[src/hdl/lrd_pkg.sv]
// ============================================================================
// lrd_pkg: shared types and constants of the log record deframer
// Event codes, parser phases, limits and the compact result record that
// travels from the parser front end through the result queue to the output.
// ============================================================================
`default_nettype none

package lrd_pkg;

    // Widths fixed by the record format and the result fields.
    localparam int unsigned BYTE_W     = 8;
    localparam int unsigned LEN_W      = 16;
    localparam int unsigned PLIM_W     = 17;
    localparam int unsigned EVENT_W    = 3;
    localparam int unsigned REC_CNT_W  = 32;
    localparam int unsigned CFG_IDX_W  = 1;

    // Header layout: eight sequence bytes, type, operation, two length bytes.
    localparam logic [LEN_W-1:0] HDR_TYPE_POS = 16'd8;
    localparam logic [LEN_W-1:0] HDR_OP_POS   = 16'd9;
    localparam logic [LEN_W-1:0] HDR_LEN_POS  = 16'd10;
    localparam logic [LEN_W-1:0] HDR_LAST_POS = 16'd11;

    // Payload length field is four bytes; the top two must be zero to pass.
    localparam logic [LEN_W-1:0] PLEN_HI1_POS = 16'd1;
    localparam logic [LEN_W-1:0] PLEN_LAST_POS = 16'd3;

    // Effective ceiling on the payload limit register.
    localparam logic [PLIM_W-1:0] PLIM_CEIL = 17'd65536;

    // Reset values of the configuration registers.
    localparam logic [LEN_W-1:0]  KEY_LIMIT_RST     = 16'd256;
    localparam logic [PLIM_W-1:0] PAYLOAD_LIMIT_RST = 17'd4096;

    // Configuration register indexes.
    localparam logic [CFG_IDX_W-1:0] CFG_KEY_LIMIT     = 1'b0;
    localparam logic [CFG_IDX_W-1:0] CFG_PAYLOAD_LIMIT = 1'b1;

    // Result queue depth.
    localparam int unsigned QUEUE_DEPTH = 4;
    localparam int unsigned QUEUE_AW    = $clog2(QUEUE_DEPTH);

    // Event codes of a result.
    localparam logic [EVENT_W-1:0] EV_HEADER  = 3'd0;
    localparam logic [EVENT_W-1:0] EV_KEY     = 3'd1;
    localparam logic [EVENT_W-1:0] EV_PLEN    = 3'd2;
    localparam logic [EVENT_W-1:0] EV_PAYLOAD = 3'd3;
    localparam logic [EVENT_W-1:0] EV_ERROR   = 3'd4;
    localparam logic [EVENT_W-1:0] EV_END     = 3'd5;

    // Error codes.
    localparam logic ERR_KEY_LONG     = 1'b0;
    localparam logic ERR_PAYLOAD_LONG = 1'b1;

    // Parser phases, one-hot.
    typedef enum logic [4:0] {
        PH_HEADER  = 5'b00001,
        PH_KEY     = 5'b00010,
        PH_PLEN    = 5'b00100,
        PH_PAYLOAD = 5'b01000,
        PH_ERROR   = 5'b10000
    } t_phase;

    // Compact result record; flag is the error code or the end status.
    typedef struct packed {
        logic [EVENT_W-1:0]   ev;
        logic [BYTE_W-1:0]    rtype;
        logic [BYTE_W-1:0]    op;
        logic [LEN_W-1:0]     len;
        logic [BYTE_W-1:0]    data;
        logic                 done;
        logic                 flag;
        logic [REC_CNT_W-1:0] count;
    } t_result;

endpackage

`default_nettype wire

[src/hdl/log_record_deframer.sv]
// ============================================================================
// log_record_deframer: length-prefixed log record parser
// Parses a big-endian byte stream of log records and reports header, key
// bytes, payload length, payload bytes, errors and end of stream.
// ============================================================================
// Usage:
//   Input channel: drive i_kind and i_data_byte with push; a transaction is
//   taken at a clock edge where push is high and full is low. One byte or
//   end-of-stream item can be taken every cycle.
//   Result channel: while empty is low the oldest result is on the o_ ports;
//   it is taken at a clock edge where pop is high. Sequence bytes and partial
//   length bytes give no result.
//   Configuration: key limit (index 0) and payload limit (index 1) are
//   written through i_cfg_valid; o_cfg_ready is always high. Write only
//   while the block is idle.
//   A result reaches the o_ ports by a queue write at the edge that takes
//   its input transaction, then an output register load.
//   Throughput: one item per cycle while full is low.
//   A four-entry result queue plus the output register absorb receiver
//   stalls; full rises once they are all occupied.
//   Reset clears the parse state, empties the queue and the output register,
//   and loads the limits with 256 and 4096.
// ============================================================================
`default_nettype none

module log_record_deframer #(
    parameter int unsigned COUNT_BITS = 32
) (
    input  wire logic                          i_clk,
    input  wire logic                          i_rst_n,
    input  wire logic                          push,
    output logic                               full,
    input  wire logic                          i_kind,
    input  wire logic [lrd_pkg::BYTE_W-1:0]    i_data_byte,
    output logic                               empty,
    input  wire logic                          pop,
    output logic [lrd_pkg::EVENT_W-1:0]        o_event_res,
    output logic [lrd_pkg::BYTE_W-1:0]         o_record_type,
    output logic [lrd_pkg::BYTE_W-1:0]         o_operation,
    output logic [lrd_pkg::LEN_W-1:0]          o_key_length,
    output logic [lrd_pkg::LEN_W-1:0]          o_payload_length,
    output logic [lrd_pkg::BYTE_W-1:0]         o_data_out,
    output logic                               o_record_done,
    output logic                               o_error_code,
    output logic                               o_end_status,
    output logic [lrd_pkg::REC_CNT_W-1:0]      o_record_count,
    input  wire logic                          i_cfg_valid,
    output logic                               o_cfg_ready,
    input  wire logic [lrd_pkg::CFG_IDX_W-1:0] i_cfg_index,
    input  wire logic [lrd_pkg::PLIM_W-1:0]    i_cfg_data
);
    import lrd_pkg::*;

    logic [LEN_W-1:0]  r_key_limit;
    logic [PLIM_W-1:0] r_payload_limit;
    logic              w_accept;
    t_result           w_res;
    logic              w_res_valid;
    t_result           w_q_data;
    logic              w_q_empty;
    logic              w_q_rd;

    // Configuration registers.
    assign o_cfg_ready = 1'b1;

    always_ff @(posedge i_clk) begin
        if (!i_rst_n) begin
            r_key_limit     <= KEY_LIMIT_RST;
            r_payload_limit <= PAYLOAD_LIMIT_RST;
        end else if (i_cfg_valid) begin
            case (i_cfg_index)
                CFG_KEY_LIMIT:     r_key_limit     <= i_cfg_data[LEN_W-1:0];
                CFG_PAYLOAD_LIMIT: r_payload_limit <= i_cfg_data;
                default: begin
                    r_key_limit <= r_key_limit;
                end
            endcase
        end
    end

    assign w_accept = push && !full;

    // Parser front end.
    lrd_front #(
        .COUNT_BITS (COUNT_BITS)
    ) u_front (
        .i_clk           (i_clk),
        .i_rst_n         (i_rst_n),
        .i_accept        (w_accept),
        .i_kind          (i_kind),
        .i_data_byte     (i_data_byte),
        .i_key_limit     (r_key_limit),
        .i_payload_limit (r_payload_limit),
        .o_res           (w_res),
        .o_res_valid     (w_res_valid)
    );

    // Result queue.
    lrd_queue u_queue (
        .i_clk     (i_clk),
        .i_rst_n   (i_rst_n),
        .i_wr      (w_res_valid),
        .i_wr_data (w_res),
        .i_rd      (w_q_rd),
        .o_rd_data (w_q_data),
        .o_full    (full),
        .o_empty   (w_q_empty)
    );

    // Output stage.
    lrd_back u_back (
        .i_clk            (i_clk),
        .i_rst_n          (i_rst_n),
        .i_q_data         (w_q_data),
        .i_q_empty        (w_q_empty),
        .o_q_rd           (w_q_rd),
        .i_pop            (pop),
        .o_empty          (empty),
        .o_event_res      (o_event_res),
        .o_record_type    (o_record_type),
        .o_operation      (o_operation),
        .o_key_length     (o_key_length),
        .o_payload_length (o_payload_length),
        .o_data_out       (o_data_out),
        .o_record_done    (o_record_done),
        .o_error_code     (o_error_code),
        .o_end_status     (o_end_status),
        .o_record_count   (o_record_count)
    );

endmodule

`default_nettype wire

[src/hdl/lrd_front.sv]
// ============================================================================
// lrd_front: record parser front end
// Takes one stream item per accepted transaction, advances the parse state
// and produces at most one compact result record for the result queue.
// ============================================================================
`default_nettype none

module lrd_front #(
    parameter int unsigned COUNT_BITS = 32
) (
    input  wire logic                          i_clk,
    input  wire logic                          i_rst_n,
    input  wire logic                          i_accept,
    input  wire logic                          i_kind,
    input  wire logic [lrd_pkg::BYTE_W-1:0]    i_data_byte,
    input  wire logic [lrd_pkg::LEN_W-1:0]     i_key_limit,
    input  wire logic [lrd_pkg::PLIM_W-1:0]    i_payload_limit,
    output lrd_pkg::t_result                   o_res,
    output logic                               o_res_valid
);
    import lrd_pkg::*;

    t_phase                r_phase, n_phase;
    logic [LEN_W-1:0]      r_cnt, n_cnt;
    logic [BYTE_W-1:0]     r_type, n_type;
    logic [BYTE_W-1:0]     r_op, n_op;
    logic [BYTE_W-1:0]     r_asm, n_asm;
    logic                  r_hi, n_hi;
    logic [COUNT_BITS-1:0] r_count, n_count;
    logic                  r_failed, n_failed;

    logic [COUNT_BITS-1:0] w_count_inc;
    logic [REC_CNT_W-1:0]  w_cur_view;
    logic [REC_CNT_W-1:0]  w_inc_view;
    logic [LEN_W-1:0]      w_len;
    logic [PLIM_W-1:0]     w_plim;
    t_result               res;
    logic                  res_v;

    // Saturating record counter increment.
    assign w_count_inc = (&r_count) ? r_count : r_count + COUNT_BITS'(1);

    // Reported count saturates at the width of the result field.
    generate
        if (COUNT_BITS > REC_CNT_W) begin : g_wide
            assign w_cur_view = (|r_count[COUNT_BITS-1:REC_CNT_W]) ? '1
                                                                    : r_count[REC_CNT_W-1:0];
            assign w_inc_view = (|w_count_inc[COUNT_BITS-1:REC_CNT_W]) ? '1
                                                                        : w_count_inc[REC_CNT_W-1:0];
        end else if (COUNT_BITS == REC_CNT_W) begin : g_equal
            assign w_cur_view = r_count;
            assign w_inc_view = w_count_inc;
        end else begin : g_narrow
            assign w_cur_view = {{(REC_CNT_W-COUNT_BITS){1'b0}}, r_count};
            assign w_inc_view = {{(REC_CNT_W-COUNT_BITS){1'b0}}, w_count_inc};
        end
    endgenerate

    // A two-byte length is assembled from the previous byte and this one.
    assign w_len  = {r_asm, i_data_byte};
    assign w_plim = (i_payload_limit > PLIM_CEIL) ? PLIM_CEIL : i_payload_limit;

    // Parse step for the item on the input.
    always_comb begin
        n_phase  = r_phase;
        n_cnt    = r_cnt;
        n_type   = r_type;
        n_op     = r_op;
        n_asm    = r_asm;
        n_hi     = r_hi;
        n_count  = r_count;
        n_failed = r_failed;

        res       = '0;
        res.rtype = r_type;
        res.op    = r_op;
        res.count = w_cur_view;
        res_v     = 1'b0;

        if (i_kind) begin
            // End of stream: report and restart.
            res.ev   = EV_END;
            res.flag = r_failed || (r_phase != PH_HEADER) || (r_cnt != '0);
            res_v    = 1'b1;
            n_phase  = PH_HEADER;
            n_cnt    = '0;
            n_type   = '0;
            n_op     = '0;
            n_asm    = '0;
            n_hi     = 1'b0;
            n_count  = '0;
            n_failed = 1'b0;
        end else begin
            case (r_phase)
                PH_HEADER: begin
                    if (r_cnt == HDR_TYPE_POS) begin
                        n_type = i_data_byte;
                    end
                    if (r_cnt == HDR_OP_POS) begin
                        n_op = i_data_byte;
                    end
                    if (r_cnt == HDR_LEN_POS || r_cnt == HDR_LAST_POS) begin
                        n_asm = i_data_byte;
                    end
                    if (r_cnt < HDR_LAST_POS) begin
                        n_cnt = r_cnt + LEN_W'(1);
                    end else if (w_len >= i_key_limit) begin
                        res.ev   = EV_ERROR;
                        res.flag = ERR_KEY_LONG;
                        res_v    = 1'b1;
                        n_failed = 1'b1;
                        n_phase  = PH_ERROR;
                        n_cnt    = '0;
                    end else begin
                        res.ev  = EV_HEADER;
                        res.len = w_len;
                        res_v   = 1'b1;
                        n_cnt   = w_len;
                        n_phase = (w_len == '0) ? PH_PLEN : PH_KEY;
                        n_asm   = '0;
                    end
                end
                PH_KEY: begin
                    res.ev   = EV_KEY;
                    res.data = i_data_byte;
                    res_v    = 1'b1;
                    n_cnt    = r_cnt - LEN_W'(1);
                    if (n_cnt == '0) begin
                        n_phase = PH_PLEN;
                    end
                end
                PH_PLEN: begin
                    n_asm = i_data_byte;
                    // Any set bit in the two upper length bytes exceeds every limit.
                    if (r_cnt == '0) begin
                        n_hi = (i_data_byte != '0);
                    end else if (r_cnt == PLEN_HI1_POS) begin
                        n_hi = r_hi || (i_data_byte != '0);
                    end
                    if (r_cnt < PLEN_LAST_POS) begin
                        n_cnt = r_cnt + LEN_W'(1);
                    end else if (r_hi || ({1'b0, w_len} >= w_plim)) begin
                        res.ev   = EV_ERROR;
                        res.flag = ERR_PAYLOAD_LONG;
                        res_v    = 1'b1;
                        n_failed = 1'b1;
                        n_phase  = PH_ERROR;
                        n_cnt    = '0;
                    end else begin
                        res.ev  = EV_PLEN;
                        res.len = w_len;
                        res_v   = 1'b1;
                        n_cnt   = w_len;
                        n_asm   = '0;
                        if (w_len == '0) begin
                            n_count   = w_count_inc;
                            res.count = w_inc_view;
                            res.done  = 1'b1;
                            n_phase   = PH_HEADER;
                        end else begin
                            n_phase = PH_PAYLOAD;
                        end
                    end
                end
                PH_PAYLOAD: begin
                    res.ev   = EV_PAYLOAD;
                    res.data = i_data_byte;
                    res_v    = 1'b1;
                    n_cnt    = r_cnt - LEN_W'(1);
                    if (n_cnt == '0) begin
                        n_count   = w_count_inc;
                        res.count = w_inc_view;
                        res.done  = 1'b1;
                        n_phase   = PH_HEADER;
                    end
                end
                PH_ERROR: begin
                    // Bytes are dropped until end of stream.
                    res_v = 1'b0;
                end
                default: begin
                    res_v = 1'b0;
                end
            endcase
        end
    end

    // Parse state advances only on an accepted transaction.
    always_ff @(posedge i_clk) begin
        if (!i_rst_n) begin
            r_phase  <= PH_HEADER;
            r_cnt    <= '0;
            r_type   <= '0;
            r_op     <= '0;
            r_asm    <= '0;
            r_hi     <= 1'b0;
            r_count  <= '0;
            r_failed <= 1'b0;
        end else if (i_accept) begin
            r_phase  <= n_phase;
            r_cnt    <= n_cnt;
            r_type   <= n_type;
            r_op     <= n_op;
            r_asm    <= n_asm;
            r_hi     <= n_hi;
            r_count  <= n_count;
            r_failed <= n_failed;
        end
    end

    assign o_res       = res;
    assign o_res_valid = i_accept && res_v;

endmodule

`default_nettype wire

[src/hdl/lrd_queue.sv]
// ============================================================================
// lrd_queue: result queue between parser and output stage
// A small first-in first-out buffer of compact result records that lets the
// parser and the output side stall independently.
// ============================================================================
`default_nettype none

module lrd_queue (
    input  wire logic             i_clk,
    input  wire logic             i_rst_n,
    input  wire logic             i_wr,
    input  wire lrd_pkg::t_result i_wr_data,
    input  wire logic             i_rd,
    output lrd_pkg::t_result      o_rd_data,
    output logic                  o_full,
    output logic                  o_empty
);
    import lrd_pkg::*;

    t_result               r_slot [QUEUE_DEPTH];
    logic [QUEUE_AW-1:0]   r_wr_ptr;
    logic [QUEUE_AW-1:0]   r_rd_ptr;
    logic [QUEUE_AW:0]     r_fill;
    logic                  w_wr;
    logic                  w_rd;

    assign o_full  = (r_fill == (QUEUE_AW+1)'(QUEUE_DEPTH));
    assign o_empty = (r_fill == '0);
    assign w_wr    = i_wr && !o_full;
    assign w_rd    = i_rd && !o_empty;

    // Storage slots.
    always_ff @(posedge i_clk) begin
        if (w_wr) begin
            r_slot[r_wr_ptr] <= i_wr_data;
        end
    end

    // Pointers and fill level.
    always_ff @(posedge i_clk) begin
        if (!i_rst_n) begin
            r_wr_ptr <= '0;
            r_rd_ptr <= '0;
            r_fill   <= '0;
        end else begin
            if (w_wr) begin
                r_wr_ptr <= r_wr_ptr + QUEUE_AW'(1);
            end
            if (w_rd) begin
                r_rd_ptr <= r_rd_ptr + QUEUE_AW'(1);
            end
            if (w_wr && !w_rd) begin
                r_fill <= r_fill + (QUEUE_AW+1)'(1);
            end else if (w_rd && !w_wr) begin
                r_fill <= r_fill - (QUEUE_AW+1)'(1);
            end
        end
    end

    assign o_rd_data = r_slot[r_rd_ptr];

endmodule

`default_nettype wire

[src/hdl/lrd_back.sv]
// ============================================================================
// lrd_back: result output stage
// Pulls records from the result queue into an output register and expands
// each into the result fields, clearing those that do not apply to its event.
// ============================================================================
`default_nettype none

module lrd_back (
    input  wire logic                          i_clk,
    input  wire logic                          i_rst_n,
    input  wire lrd_pkg::t_result              i_q_data,
    input  wire logic                          i_q_empty,
    output logic                               o_q_rd,
    input  wire logic                          i_pop,
    output logic                               o_empty,
    output logic [lrd_pkg::EVENT_W-1:0]        o_event_res,
    output logic [lrd_pkg::BYTE_W-1:0]         o_record_type,
    output logic [lrd_pkg::BYTE_W-1:0]         o_operation,
    output logic [lrd_pkg::LEN_W-1:0]          o_key_length,
    output logic [lrd_pkg::LEN_W-1:0]          o_payload_length,
    output logic [lrd_pkg::BYTE_W-1:0]         o_data_out,
    output logic                               o_record_done,
    output logic                               o_error_code,
    output logic                               o_end_status,
    output logic [lrd_pkg::REC_CNT_W-1:0]      o_record_count
);
    import lrd_pkg::*;

    t_result r_out;
    logic    r_valid;
    logic    w_load;

    // Refill the output register when it is free or being taken this cycle.
    assign w_load = !i_q_empty && (!r_valid || i_pop);
    assign o_q_rd = w_load;

    always_ff @(posedge i_clk) begin
        if (!i_rst_n) begin
            r_valid <= 1'b0;
        end else if (w_load) begin
            r_valid <= 1'b1;
        end else if (i_pop) begin
            r_valid <= 1'b0;
        end
    end

    always_ff @(posedge i_clk) begin
        if (w_load) begin
            r_out <= i_q_data;
        end
    end

    // Field expansion by event.
    always_comb begin
        o_event_res      = r_out.ev;
        o_record_type    = r_out.rtype;
        o_operation      = r_out.op;
        o_record_count   = r_out.count;
        o_record_done    = r_out.done;
        o_key_length     = (r_out.ev == EV_HEADER) ? r_out.len : '0;
        o_payload_length = (r_out.ev == EV_PLEN) ? r_out.len : '0;
        o_data_out       = (r_out.ev == EV_KEY || r_out.ev == EV_PAYLOAD) ? r_out.data : '0;
        o_error_code     = (r_out.ev == EV_ERROR) ? r_out.flag : 1'b0;
        o_end_status     = (r_out.ev == EV_END) ? r_out.flag : 1'b0;
    end

    assign o_empty = !r_valid;

endmodule

`default_nettype wire

[config.mk]
export PLATFORM = sky130hd
export DESIGN_NAME = log_record_deframer
export DESIGN_NICKNAME = d
export VERILOG_FILES = /design/src/hdl/lrd_pkg.sv /design/src/hdl/log_record_deframer.sv /design/src/hdl/lrd_front.sv /design/src/hdl/lrd_queue.sv /design/src/hdl/lrd_back.sv
export SDC_FILE = /design/constraint.sdc
export NUM_CORES = 1
export LEC_CHECK = 0
export BUFFER_PORTS_ARGS = -buffer_cell sky130_fd_sc_hd__buf_2
export CAP_MARGIN = 20
export CORE_UTILIZATION = 55
export DETAILED_ROUTE_END_ITERATION = 16
export HOLD_SLACK_MARGIN = 0.03
export PLACE_DENSITY = 0.84
export SYNTH_ARGS = -nofsm -noshare
export SYNTH_HDL_FRONTEND = slang
export SYNTH_SLANG_ARGS = --single-unit
[constraint.sdc]
create_clock -name i_clk -period 11.9 [get_ports i_clk]
set_clock_uncertainty 0.15 [all_clocks]
set_input_delay 1.785 -clock i_clk [delete_from_list [all_inputs] [get_ports i_clk]]
set_output_delay 1.785 -clock i_clk [all_outputs]
set_load 0.05 [all_outputs]
---- Word level (Yosys, flattened, before mapping) ----
Memories as Yosys holds them, arrays and structs flattened. A register that Yosys moved wholly into a read port is not among the register bits.
Index checks and enable logic that the tools add are counted.
operators by class
  add/sub/neg operators ................... 7
  order comparisons ....................... 5
  eq/ne operators ......................... 22
  muxes and demuxes ....................... 83
  bitwise logic cells ..................... 1
  reduce and logical (&&, ||, !) cells .... 49
operators with widths
  operator                                                                number
  32-bit 2-to-1 mux                                                       7
  16-bit 2-to-1 mux                                                       9
  32-bit one-hot mux with 2 select lines                                  2
  8-bit 2-to-1 mux                                                        14
  16-bit by 4-bit equality test with 1-bit output, second input constant  4
  16-bit zero test                                                        3
  16-bit one-hot mux with 3 select lines                                  1
  5-bit 2-to-1 mux                                                        7
  34-bit 2-to-1 mux                                                       1
  32-bit by 1-bit adder with 32-bit output, second input constant         1
  16-bit one-hot mux with 2 select lines                                  1
  32-bit AND reduction                                                    1
  25-bit 2-to-1 mux                                                       1
  1-bit 2-to-1 mux                                                        24
  3-bit 2-to-1 mux                                                        8
  5-bit one-hot mux with 4 select lines                                   1
  16-bit by 17-bit >= comparator with 1-bit output                        1
  17-bit > comparator, second input constant                              1
  17-bit 2-to-1 mux                                                       1
  16-bit by 1-bit adder with 16-bit output, second input constant         1
  16-bit by 1-bit equality test with 1-bit output, second input constant  1
  16-bit >= comparator                                                    1
  16-bit by 2-bit < comparator with 1-bit output, second input constant   1
  16-bit by 4-bit < comparator with 1-bit output, second input constant   1
  34 further kinds                                                        74
word-level totals
  bits in registers ....................... 120
  bits in writable memories ............... 308
  input port bits ......................... 32
  output and inout port bits .............. 97
  memories ................................ 1
memory list
  memory          words  width  read ports  clocked after memory_dff  write ports  RTL line         source
  u_queue.r_slot  4      77     1           1                         1            lrd_queue.sv:20  t_result r_slot [QUEUE_DEPTH];

---- Longest topological paths before layout ----
  depth in word-level cells ............... 10
  mapped depth ............................ 15
  depth with buffers taken out ............ 13

---- Cells and area by module ----
Synthesis repeated with hierarchy kept, for this count alone.
unflattened totals
  cells, all modules ...................... 1615
  area, all modules ....................... 22291.4 µm²
modules (own cells, without submodules)
  module               times used  cells an instance  area each (µm²)  sequential area each (µm²)
  lrd_queue            1           451                11616.1          9429.0
  lrd_front            1           837                6291.0           1581.5
  lrd_back             1           194                3083.0           2332.2
  log_record_deframer  1           133                1301.2           660.6

---- Worst setup path before layout ----
Ideal clock, no wire load.
  path kind ............................... in2reg
  start point ............................. in pop
  end point ............................... reg u_queue.r_fill[2]
  library setup time ...................... 0.070 ns
  arrival time ............................ 6.967 ns
  data required time ...................... 11.680 ns
  path slack .............................. 4.712 ns
  stages on the path ...................... 9
  path buffers ............................ 0
  cell sequence ........................... inv_1 -> a21oi_1 -> inv_1 -> ha_1 -> inv_1 -> fa_1 -> xor2_1 -> or3_1 -> a21oi_1
on the way
  longest elaborated chain between the ends .. 6
  elaborated cells between the ends (all ways) .. 8
  classes of those cells .................. mux (1); reduce/logical (7)
RTL lines
  item                                                           RTL line                   source
  start: declaration                                             log_record_deframer.sv:36  input wire logic pop,
  1-bit logical OR *                                             lrd_back.sv:34             assign w_load = !i_q_empty && (!r_valid || i_pop);
  1-bit logical AND *                                            lrd_back.sv:34
  named net u_back.o_q_rd                                        lrd_back.sv:13             output logic o_q_rd,
  1-bit logical AND *                                            lrd_queue.sv:30            assign w_rd = i_rd && !o_empty;
  1-bit zero test                                                lrd_queue.sv:52            if (w_wr && !w_rd) begin
  1-bit logical AND                                              lrd_queue.sv:52
  3-bit 2-to-1 mux / 2-bit nonzero test (equally long branches)  --
  end signal: assignment                                         lrd_queue.sv:53            r_fill <= r_fill + (QUEUE_AW+1)'(1);
  end signal: assignment                                         lrd_queue.sv:55            r_fill <= r_fill - (QUEUE_AW+1)'(1);
  end: declaration                                               lrd_queue.sv:23            logic [QUEUE_AW:0] r_fill;
Mark *: on every way through the listed nets, which the timed path passes. The rest lies on a longest branch.
A chain may end at the register's enable or synchronous reset.

==> metrics.csv <==
stage;metric;value;unit
worst_hold_path;Worst Hold Class;reg -> reg;
power_and_ir_drop;Psw;1.68;mW
power_and_ir_drop;Internal Power;3.51;mW
floorplan;Ports;129;
clock_tree;Root Driver;clkbuf_16;
power_and_ir_drop;Static Leak;8.87;nW
logic_synthesis;register area share after synthesis;0.626;
floorplan;FP Rows;73;
logic_synthesis;YS warnings;0;
place;Routability Congestion;0.945;
place;port bufs;127;
grt;first-pass GRT wire length;82000;um
finish;Ant. Diodes;0;
route;vias per inst;6.30;
logic_synthesis;Synth Flop Type;edfxtp_1;
route;via count;14500;
timing;final setup TNS;0;ns
power_and_ir_drop;switching share of power;0.324;
logic_synthesis;most numerous cell in the Yosys netlist;edfxtp_1;
finish;Area Growth Syn to Fin;11.0;%
grt;initial antenna violation count;0;
place;area post-placement;23000;sq um
timing;RSZ-0062 raised after global routing;no;
logic_synthesis;area share of the largest cell type after synthesis;0.518;
route;DR iter-0 viols;1821;
grt;total grt overflow;0;
route;met2 WL post-DR;25400;um
timing;Final Slew Violations;0;
setup_path;worst path cell trace;nor4_1 -> nand4_1 -> nand2_1 -> nand2_1 -> ha_1 -> nand4b_1 -> nor3_1 -> nand4_1 -> o211ai_1 -> nor2_1 -> a21oi_1 -> nor2_1 -> and2_1;
clock_tree;Clock Path Buffers;3;
setup_path;R2R Setup Slk;7.07;ns
logic_synthesis;top post-synthesis cells by count;edfxtp_1 (385), nand2_1 (165), dfxtp_1 (120);
clock_tree;H-Tree Depth;2;
setup_path;CP arrival;5.02;ns
setup_path;Critical Path Max Stage Delay;0.73;ns
timing;worst slew pin tran;1.12;ns
floorplan;core area;39900;sq um
finish;post-route cell area;24800;sq um
route;WL final;53400;um
route;post-route DRC violation count;0;
clock_tree;post-CTS sizing;0;
route;Final ANT Viol Nets;0;
finish;Multi-input gate area;7480;sq um
setup_path;CP Launch Type;flip-flop;
logic_synthesis;Synth async-reset ratio;0;
floorplan;Initial Utilization;0.559;
logic_synthesis;post-synthesis cell area;22300;sq um
power_and_ir_drop;Sequential Power Share;0.437;
timing;Hold Fails Final Rpt;0;
logic_synthesis;post-synth cell types;84;
clock_tree;Clock Sinks;505;
floorplan;die area;41400;sq um
power_and_ir_drop;Clock power frac;0.315;
logic_synthesis;Synthesized Nets;1755;
logic_synthesis;Seq cells post-synth;505;
route;Highest Signal Layer;met4;
power_and_ir_drop;Worst VDD drop;0.123;mV
finish;Cell Count, Final, Fillers Out;2300;
place;DP HPWL;33800;um
logic_synthesis;Synth area leaders;edfxtp_1 (52%), dfxtp_1 (11%), mux4_2 (7.8%);
timing;Max Freq;0.207;GHz
clock_tree;clock insertion delay at the later pin of the skew report;0.61;ns
route;Metal-1 WL;22200;um
logic_synthesis;EDFF count, synth;385;
floorplan;die width;203;um
finish;nets;1811;
setup_path;critical path's slowest cell;a21oi_1;
route;met3 routed WL;4320;um
place;Post-Place Cells;2206;
finish;share of layout cells above drive strength 1;0.189;
power_and_ir_drop;Gate power share;0.247;
setup_path;nature of the critical path endpoint;flip-flop;
finish;Reg area;14000;sq um
job;# Max-Cap Violations;0;
timing;minimum clock period;4.83;ns
setup_path;Worst Path Max Fanout;15;
timing;Final period util;0.406;
setup_path;required time worst endpoint;12.09;ns
route;wire per inst;23.2;um
timing;Max-Slew Margin vs Limit;0.252;
grt;Tot GR Track Use;0.262;
power_and_ir_drop;Tot Pwr;5.19;mW
clock_tree;# hold bufs at CTS;0;
logic_synthesis;Mean Syn Cell Area;13.3;sq um
clock_tree;Post-CTS Setup Bufs;0;
run_status;status;completed;
clock_tree;CTS tree;yes;
clock_tree;TritonCTS Buffers;49;
logic_synthesis;Mapped Cells;1679;
power_and_ir_drop;Power Dens Cells;210;nW/um^2
clock_tree;clk slew on worst S/H paths;0.06;ns
timing;setup violators final;0;
grt;largest net degree at the start of global routing;70;
grt;vias in the first global route;14100;
route;Pre-antenna DRT Iters;5;
setup_path;critical setup path kind;reg -> reg;
floorplan;Die Y;203;um
logic_synthesis;Synth area leader;edfxtp_1;
finish;Layout fillers;2888;
-- worst max-delay path, delay by kind of cell, from the launching register on --
family | cells | cell delay (ns)
and+or+nand+nor | 10 | 2.36
AOI/OAI and AO/OA | 2 | 1.37
DFF | 1 | 0.34
adders and majority gates | 1 | 0.33
-- power by group through the flow --
| stage | sequential (mW) | clock [mW] | combinational (mW) |
|---|---|---|---|
| floorplan | 2.28 | 0 | 1.12 |
| global placement | 2.32 | 0 | 1.24 |
| detailed placement | 2.33 | 0 | 1.26 |
| CTS | 2.30 | 1.65 | 1.27 |
| global route | 2.29 | 1.72 | 1.36 |
| finish | 2.27 | 1.64 | 1.28 |
-- area by class of cell --
class | instances | share of cell area
inverter | 34 | 0.00515
clock buffer | 62 | 0.0535
clock inverter | 29 | 0.0157
timing repair buffer | 148 | 0.0330
multi-input combinational | 997 | 0.302
tap | 525 | 0.0265
sequential | 505 | 0.564
-- kinds of logic (layout without fill, tap and decap cells) --
logic type | Yosys count | count (layout) | share of synthesized area
and+or+nand+nor | 515 | 515 | 0.117
DFF | 505 | 505 | 0.626
other | 1 | 1 | 0.000168
AOI/OAI and AO/OA | 299 | 299 | 0.0887
muxes | 98 | 98 | 0.0873
buffers and inverters | 177 | 273 | 0.0406
xor gates and xnor gates | 40 | 40 | 0.0157
adders and majority gates | 44 | 44 | 0.0250
-- layer usage --
metal | up-vias | GRT usage
met1 | 7188 | 0.365
li1 | 6443 | -
met5 | - | 0
met3 | 109 | 0.0460
met4 | 0 | 0.0932
met2 | 741 | 0.416
-- per-stage QoR --
stage	util	hold slack [ns]	worst slack, ns
floorplan	-	0.286	4.71
global placement	0.576	0.294	6.73
detailed placement	0.576	0.298	6.65
CTS	0.619	0.306	7.21
global route	0.620	0.326	6.69
finish	0.620	0.304	7.07
-- final timing paths --
kind / from / to / cells past startpoint
min reg2reg: r_key_limit[1] / r_key_limit[1] / 2
max reg2reg: r_payload_limit[3] / u_queue.r_slot[0][52] / 13
min: r_key_limit[1] / r_key_limit[1] / 2
max: r_payload_limit[3] / u_queue.r_slot[0][52] / 13
-- cells in the final DEF (no fill, tap or decap), drive strengths merged, types with 5 or more instances in the layout --
| cell type | netlist | final |
|---|---|---|
| a211oi | 6 | 6 |
| a21o | 13 | 13 |
| a21oi | 97 | 97 |
| a22o | 10 | 10 |
| a22oi | 9 | 9 |
| a31oi | 31 | 31 |
| a41oi | 6 | 6 |
| and2 | 63 | 63 |
| and3 | 23 | 23 |
| and4 | 5 | 5 |
| buf | 78 | 148 |
| bufinv | 0 | 8 |
| clkbuf | 65 | 62 |
| clkinv | 1 | 14 |
| dfxtp | 120 | 120 |
| edfxtp | 385 | 385 |
| ha | 43 | 43 |
| inv | 33 | 39 |
| mux2i | 18 | 18 |
| mux4 | 77 | 77 |
| nand2 | 167 | 167 |
| nand2b | 6 | 6 |
| nand3 | 34 | 34 |
| nand4 | 20 | 20 |
| nand4b | 5 | 5 |
| nor2 | 90 | 90 |
| nor2b | 21 | 21 |
| nor3 | 34 | 34 |
| nor3b | 5 | 5 |
| nor4 | 13 | 13 |
| o2111ai | 6 | 6 |
| o211ai | 12 | 12 |
| o21ai | 54 | 54 |
| o311ai | 5 | 5 |
| o31ai | 6 | 6 |
| o41ai | 5 | 5 |
| or3 | 9 | 9 |
| or4 | 8 | 8 |
| xnor2 | 19 | 19 |
| xor2 | 21 | 21 |
-- registers in the layout, indices dropped and copies added, names as in the netlist, 2 cells and up --
name / flops
u_front.r_type: 8
u_front.r_op: 8
u_back.o_event_res: 3
u_front.r_cnt: 16
u_back.o_operation: 8
u_back.o_record_type: 8
u_front.r_asm: 8
u_front.r_count: 32
u_queue.r_rd_ptr: 2
r_payload_limit: 17
u_front.r_phase: 5
u_queue.r_fill: 3
r_key_limit: 16
u_queue.r_wr_ptr: 2
u_back.o_record_count: 32
u_back.r_out: 25
u_queue.r_slot: 308
Power figures use the tool's default switching activity.
